### config.mk
export PLATFORM = sky130hd
export DESIGN_NAME = ffa_ctrl
export DESIGN_NICKNAME = d
export VERILOG_FILES = /design/src/hw/rtl/ffa_pkg.sv /design/src/hw/rtl/ffa_ctrl.sv
export SDC_FILE = /design/constraint.sdc
export NUM_CORES = 1
export LEC_CHECK = 0
export ABC_AREA = 1
export BUFFER_PORTS_ARGS = -buffer_cell sky130_fd_sc_hd__buf_2
export CORE_AREA = 2 2 39 41
export CTS_BUF_LIST = sky130_fd_sc_hd__clkbuf_8 sky130_fd_sc_hd__clkbuf_16
export CTS_CLUSTER_DIAMETER = 60
export DETAILED_ROUTE_END_ITERATION = 10
export DIE_AREA = 0 0 41 43
export HOLD_SLACK_MARGIN = 0.1
export MAX_ROUTING_LAYER = met4
export PLACE_DENSITY = 0.43
export SLEW_MARGIN = 5
export SYNTH_ARGS = -nofsm -noshare
export SYNTH_HDL_FRONTEND = slang
export SYNTH_SLANG_ARGS = --single-unit
### constraint.sdc
create_clock -name clk_i -period 1.35 [get_ports clk_i]
set_input_delay 0.0675 -clock clk_i [delete_from_list [all_inputs] [get_ports clk_i]]
set_output_delay 0.0675 -clock clk_i [all_outputs]
set_load 0.005 [all_outputs]
### src/hw/rtl/ffa_pkg.sv
// shared constants and types for the first-fit block record allocator
package ffa_pkg;

  localparam int unsigned TableEntries = 4096;
  localparam int unsigned IdxW         = $clog2(TableEntries);
  localparam int unsigned CntW         = $clog2(TableEntries + 1);
  localparam int unsigned AddrW        = 32;
  localparam int unsigned SizeW        = 32;
  localparam int unsigned InDataW      = 64;
  localparam int unsigned OutDataW     = 40;

  localparam logic ActAlloc   = 1'b0;
  localparam logic ActRelease = 1'b1;

  typedef struct packed {
    logic             freed;
    logic [SizeW-1:0] size;
    logic [AddrW-1:0] addr;
  } rec_t;

  typedef struct packed {
    logic start;
    logic scan;
    logic commit;
  } ffa_cmd_t;

  typedef struct packed {
    logic hit;
    logic exhausted;
  } ffa_sts_t;

endpackage

### src/hw/rtl/ffa_ctrl.sv
// request sequencer: accept, scan, commit and result handoff
module ffa_ctrl import ffa_pkg::*; (
  input  logic     clk_i,
  input  logic     rst_ni,
  input  logic     s_axis_tvalid_i,
  output logic     s_axis_tready_o,
  output logic     m_axis_tvalid_o,
  input  logic     m_axis_tready_i,
  output ffa_cmd_t cmd_o,
  input  ffa_sts_t sts_i
);

  typedef enum logic [1:0] {
    StIdle,
    StScan,
    StFinish
  } state_e;

  state_e state_q, state_d;
  logic   out_vld_q, out_vld_d;

  assign s_axis_tready_o = (state_q == StIdle);
  assign m_axis_tvalid_o = out_vld_q;

  always_comb begin
    cmd_o.start  = s_axis_tvalid_i && (state_q == StIdle);
    cmd_o.scan   = (state_q == StScan);
    // the result slot must be free or emptying this cycle
    cmd_o.commit = (state_q == StFinish) && (!out_vld_q || m_axis_tready_i);

    state_d = state_q;
    case (state_q)
      StIdle: begin
        if (cmd_o.start) state_d = StScan;
      end
      StScan: begin
        if (sts_i.hit || sts_i.exhausted) state_d = StFinish;
      end
      StFinish: begin
        if (cmd_o.commit) state_d = StIdle;
      end
      default: state_d = StIdle;
    endcase

    if (cmd_o.commit) begin
      out_vld_d = 1'b1;
    end else if (m_axis_tready_i) begin
      out_vld_d = 1'b0;
    end else begin
      out_vld_d = out_vld_q;
    end
  end

  always_ff @(posedge clk_i or negedge rst_ni) begin
    if (!rst_ni) begin
      state_q   <= StIdle;
      out_vld_q <= 1'b0;
    end else begin
      state_q   <= state_d;
      out_vld_q <= out_vld_d;
    end
  end

  a_commit_shows: assert property (@(posedge clk_i) disable iff (!rst_ni)
    cmd_o.commit |=> m_axis_tvalid_o)
    else $error("result not presented after commit");

  a_held_result: assert property (@(posedge clk_i) disable iff (!rst_ni)
    (m_axis_tvalid_o && !m_axis_tready_i) |-> !cmd_o.commit)
    else $error("commit over a pending result");

endmodule

==> results of run 1 <==
## path summary, 6_finish.rpt
| path | from | end | slack [ps] | cells past startpoint |
|---|---|---|---|---|
| max | m_axis_tready_i | cmd_o[0] | 260 | 5 |
| min | sts_i[1] | state_q[0]$_DFFE_PN0P_ | 100 | 4 |
| max reg2reg | state_q[1]$_DFFE_PN0P_ | state_q[1]$_DFFE_PN0P_ | 610 | 3 |
| min reg2reg | m_axis_tvalid_o$_DFFE_PN0P_ | m_axis_tvalid_o$_DFFE_PN0P_ | 540 | 2 |
| max in group asynchronous | rst_ni | state_q[1]$_DFFE_PN0P_ | 1060 | 2 |
| min in group asynchronous | rst_ni | state_q[0]$_DFFE_PN0P_ | 180 | 2 |
## metrics by stage
| stage | total power, mW | util (%) | instances |
|---|---|---|---|
| 4_1_cts | 0.592 | 21.9 | 57 |
| 5_1_grt | 0.624 | 21.9 | 57 |
| 6_report | 0.578 | 21.9 | 57 |
| 3_5_place_dp | 0.328 | 16.5 | 50 |
| 2_1_floorplan | 0.258 | - | 25 |
| 3_3_place_gp | 0.325 | 16.5 | 50 |
## state kept, by name (all words and copies together), names as in the netlist
signal,count
state_q,2
m_axis_tvalid_o,1
## area by class of cell
class / count / share of cell area (%)
flip-flops and latches: 3 / 24.8
clock inverters: 1 / 1.24
well taps: 16 / 6.61
repair buffers: 13 / 26.4
clock buffers: 3 / 13.6
inverters: 6 / 7.44
multi-input cells: 15 / 19.8
## where the power goes
group	internal [mW]	leakage [nW]	switching, mW
logic	0.0826	0.117	0.0916
registers	0.126	0.0386	0.0251
clock network	0.194	0.0269	0.0588
## metal layers
metal / vias up / routed length [um] / global-route usage [%]
met5: - / 0 / -
met4: 0 / 0 / 6.00
met3: 0 / 39 / 3.14
met2: 6 / 171 / 7.19
met1: 74 / 163 / 6.13
li1: 100 / - / -
## worst min-delay path, delay by kind of cell
family                 cells  cell delay (ps)
buffers and inverters      1               90
AND/OR/NAND/NOR            3              120
## cell usage after synthesis (all sizes together)
library cell	instances
buf	1
nor2	6
nand2	8
o21ai	1
inv	6
dfrtp	3
## cells by family after synthesis
| family | count (synthesis) | share of synthesized area [%] |
|---|---|---|
| flip-flops | 3 | 45.5 |
| AO/OA/AOI/OAI | 1 | 3.03 |
| buffers and inverters | 7 | 18.2 |
| AND/OR/NAND/NOR | 14 | 33.3 |
## timing repair
action                                  in CTS  in global routing
endpoints found under the setup margin       0                  0
hold endpoints to repair                     5                  0
hold buffers                                 3                  0
resized for setup                            0                  0
==> reports/results.tsv, run 1 <==
metric	value	unit
fin_nets	48	
critPathLaunchType	primary input	
drtIter0Drc	1	
area_growth	83.3	%
ios	11	
vias_per_cell	3.16	
cts_made_buffers	3	
layout_common_cells	buf_2 (10), nand2_1 (8), inv_1 (6), nor2_1 (5)	
yosys.area.top_type	dfrtp_1	
syn_area_per_cell	6.61	sq um
syn_nets	31	
cp_max_fo	2	
coreArea	1380	sq um
clock-root-buffer	clkbuf_8	
drive_gt1_share	36.6	%
syn_area	165	sq um
yosysTopAreaCellShare	45.5	%
worstSkewPairLatency	210	ps
setup_slack	258	ps
dp_hpwl	296	um
yosys_warnings	0	
gp_routability_congestion	0.625	
detail_route.wl_per_cell	6.56	um
fin_skew	0.875	ps
ant_nets	0	
cts.sinks	3	
die_w	41	um
rows	14	
cts_tree	built	
wl	374	um
grt_overflow	0	
die-area	1760	sq um
num_antenna_cells	0	
grt_usage	5.87	%
worstMarginPinSlew	142	ps
crit_buf_inv	3	
final_common_cell	buf_2	
setup_viol	0	
grt_max_degree	5	
fin_area	303	sq um
port_buffers	10	
arrival	1020	ps
vias	180	
rsz0062_at_grt	false	
cts.clk_slew.worst_paths	30	ps
whs	105	ps
outcome	finished, final reports clean	
worst_setup_path_end_kind	output port	
cp_cell_sequence	dlygate4sd3_1 -> buf_2 -> nor2_1 -> nor2_1 -> buf_2	
period_needed	1090	ps
fillers	155	
hold_violations	0	
cts_max_path_buffers	2	
synth.distinct_cells	8	
postCtsSetupBuffers	0	
drc	0	
power_density	1910	nW/um^2
hp-class	in2reg	
grt_pass1_wl	600	um
power_leakage	0.182	nW
antenna_found_initial	0	
synthTopCellsByArea	dfrtp_1 (45%), nand2_1 (18%), inv_1 (11%)	
initial_core_util	11.9	%
maxCapViolCount	0	
crit_required	1280	ps
setup_tns	0	ps
max-vdd-ir-drop	496	uV
report.final.slew_viol_count	0	
fmax	916	MHz
regArea	75.1	sq um
ys_seq_area_share	45.5	%
dpl-instance-area	228	sq um
pre_cts_ws	512	ps
fp.dieH	43	um
final.period_utilization	80.9	%
drt-pass1-iter-count	2	
htreeDepth	1	
path_class	in2out	
critPathSlowestCell	dlygate4sd3_1	
syn-instance-count	25	
ys_ff_latch	3	
cp_top_family	buffers and inverters	
max_stage_delay	530	ps
relSlewSlack	90.4	%
multi_input_area	60.1	sq um
grt_pass1_vias	164	
Note: power is estimated with default switching activity, not from simulation.
==> run 2: changes to the inputs <==
--- a/config.mk
+++ b/config.mk
@@ -14,7 +14,7 @@
 export DIE_AREA = 0 0 41 43
 export HOLD_SLACK_MARGIN = 0.1
 export MAX_ROUTING_LAYER = met4
-export PLACE_DENSITY = 0.43
+export PLACE_DENSITY = 0.44
 export SLEW_MARGIN = 5
 export SYNTH_ARGS = -nofsm -noshare
 export SYNTH_HDL_FRONTEND = slang
==> constraint.sdc (replaced) <==
create_clock -name clk_i -period 1 [get_ports clk_i]
set_input_delay 0.05 -clock clk_i [delete_from_list [all_inputs] [get_ports clk_i]]
set_output_delay 0.05 -clock clk_i [all_outputs]
set_load 0.005 [all_outputs]
==> reports/results.tsv, run 2 (same netlist as run 1, synthesis figures left out) <==
metric	value	unit
startpoint	state_q[1]$_DFFE_PN0P_	
p_sw	250	uW
clock-root-buffer	clkbuf_8	
p_int	566	uW
outcome	finished with violations	
critPathSlowestCell	dfrtp_1	
ios	11	
fin_skew	0.331	ps
cp_cell_sequence	nor2_2 -> nand2_1 -> inv_1 -> buf_2	
placed_cells	50	
grt_pass1_wl	662	um
worstSkewPairLatency	220	ps
p_clk_share	42.1	%
detail_route.wl_per_cell	6.53	um
power	815	uW
r2r-start	state_q[1]$_DFFE_PN0P_	
dp_hpwl	287	um
drtIter0Drc	4	
port_buffers	10	
relSlewSlack	90.5	%
r2r_end	state_q[0]$_DFFE_PN0P_	
fp.dieH	43	um
gp_routability_congestion	0.678	
htreeDepth	1	
final.period_utilization	102	%
pwr-share-seq	25.8	%
worst_setup_path_end_kind	output port	
crit_end	cmd_o[2]	
min_path_cells	4	
final_common_cell	buf_2	
critPathLaunchType	flop	
hp-class	in2reg	
multi_input_area	62.6	sq um
cts.clk_slew.worst_paths	30	ps
drc	0	
setup_tns	-17.6	ps
p_sw_share	30.6	%
rows	14	
grt_pass1_vias	187	
layout_common_cells	buf_2 (10), nand2_1 (8), inv_1 (6), dlygate4sd3_1 (5), nor2_1 (4)	
cts.sinks	3	
vias	194	
r2r_slack	150	ps
ant_nets	0	
num_antenna_cells	0	
worstMarginPinSlew	140	ps
initial_core_util	11.9	%
cp_top_family	flip-flops	
setup_slack	-17.6	ps
postLayoutCoreUtil	24.1	%
drive_gt1_share	38.6	%
whs	105	ps
grt_usage	6.39	%
grt_max_degree	5	
cp_max_fo	4	
hold_violations	0	
top_register	state_q	
cts_made_buffers	3	
maxCapViolCount	0	
power_density	2450	nW/um^2
period_needed	1020	ps
arrival	970	ps
cts_tree	built	
crit_buf_inv	2	
report.final.slew_viol_count	0	
cp.depth	4	
area_growth	102	%
largest_reg_flops	2	
rsz0062_at_grt	true	
grt_overflow	0	
fillers	151	
die_w	41	um
vias_per_cell	3.23	
power_leakage	0.196	nW
violations	negative setup slack	
fin_nets	51	
path_class	reg2out	
p_comb_share	32.1	%
antenna_found_initial	0	
final_cells	60	
regArea	75.1	sq um
cts_max_path_buffers	2	
fmax	983	MHz
crit_required	950	ps
max-vdd-ir-drop	707	uV
coreArea	1380	sq um
worstRegToRegCells	4	
setup_viol	1	
wl	392	um
drt-pass1-iter-count	4	
die-area	1760	sq um
max_stage_delay	410	ps
==> run 2: per-layer routing <==
metal  GRT usage [%]  share of wire [%]  up-vias
met4            6.00                  0        0
met5               -                  0        -
met3            4.71                 10        0
met1            6.77                 43       80
li1                -                  -      108
met2            7.19                 47        6
==> run 2: metrics by stage <==
stage          cell area, sq um  worst slack [ps]
2_1_floorplan               165               259
3_3_place_gp                228               185
3_5_place_dp                228               188
4_1_cts                     323             -42.2
5_1_grt                     333             -80.9
6_report                    333             -17.6
==> run 2: worst reg2reg max path, stage by stage (launching register included) <==
cell and delay, ps:
dfrtp_1 410, nor2_2 130, nand2_1 70, buf_4 130, nand2_1 50
==> run 2: cell type report <==
type	instances	area share, %
repair buffers	16	32.3
flip-flops and latches	3	22.6
multi-input cells	15	18.8
clock buffers	3	12.4
inverters	6	6.77
well taps	16	6.02
clock inverters	1	1.13
==> run 2: timing repair <==
action | in CTS | in global routing
hold buffers | 5 | 0
endpoints found under the hold margin | 5 | 0
cloned | 0 | 0
pin swaps | 0 | 4
buffers inserted | 0 | 1
endpoints found under the setup margin | 1 | 3
gates resized for setup | 0 | 1
==> run 2: how the worst min path moves through the flow <==
stage	startpoint	to	slack [ps]
global placement	rst_ni	m_axis_tvalid_o$_DFFE_PN0P_	-150
floorplan	rst_ni	m_axis_tvalid_o$_DFFE_PN0P_	-250
CTS	m_axis_tready_i	state_q[1]$_DFFE_PN0P_	110
finish	m_axis_tready_i	state_q[1]$_DFFE_PN0P_	100
detailed placement	rst_ni	m_axis_tvalid_o$_DFFE_PN0P_	-150
global route	m_axis_tready_i	state_q[1]$_DFFE_PN0P_	140
==> run 2: power by group through the flow <==
stage	clock (mW)	combinational, mW	sequential (mW)
floorplan	0	0.141	0.207
global placement	0	0.233	0.206
detailed placement	0	0.234	0.207
CTS	0.349	0.250	0.206
global route	0.368	0.295	0.215
finish	0.343	0.262	0.210
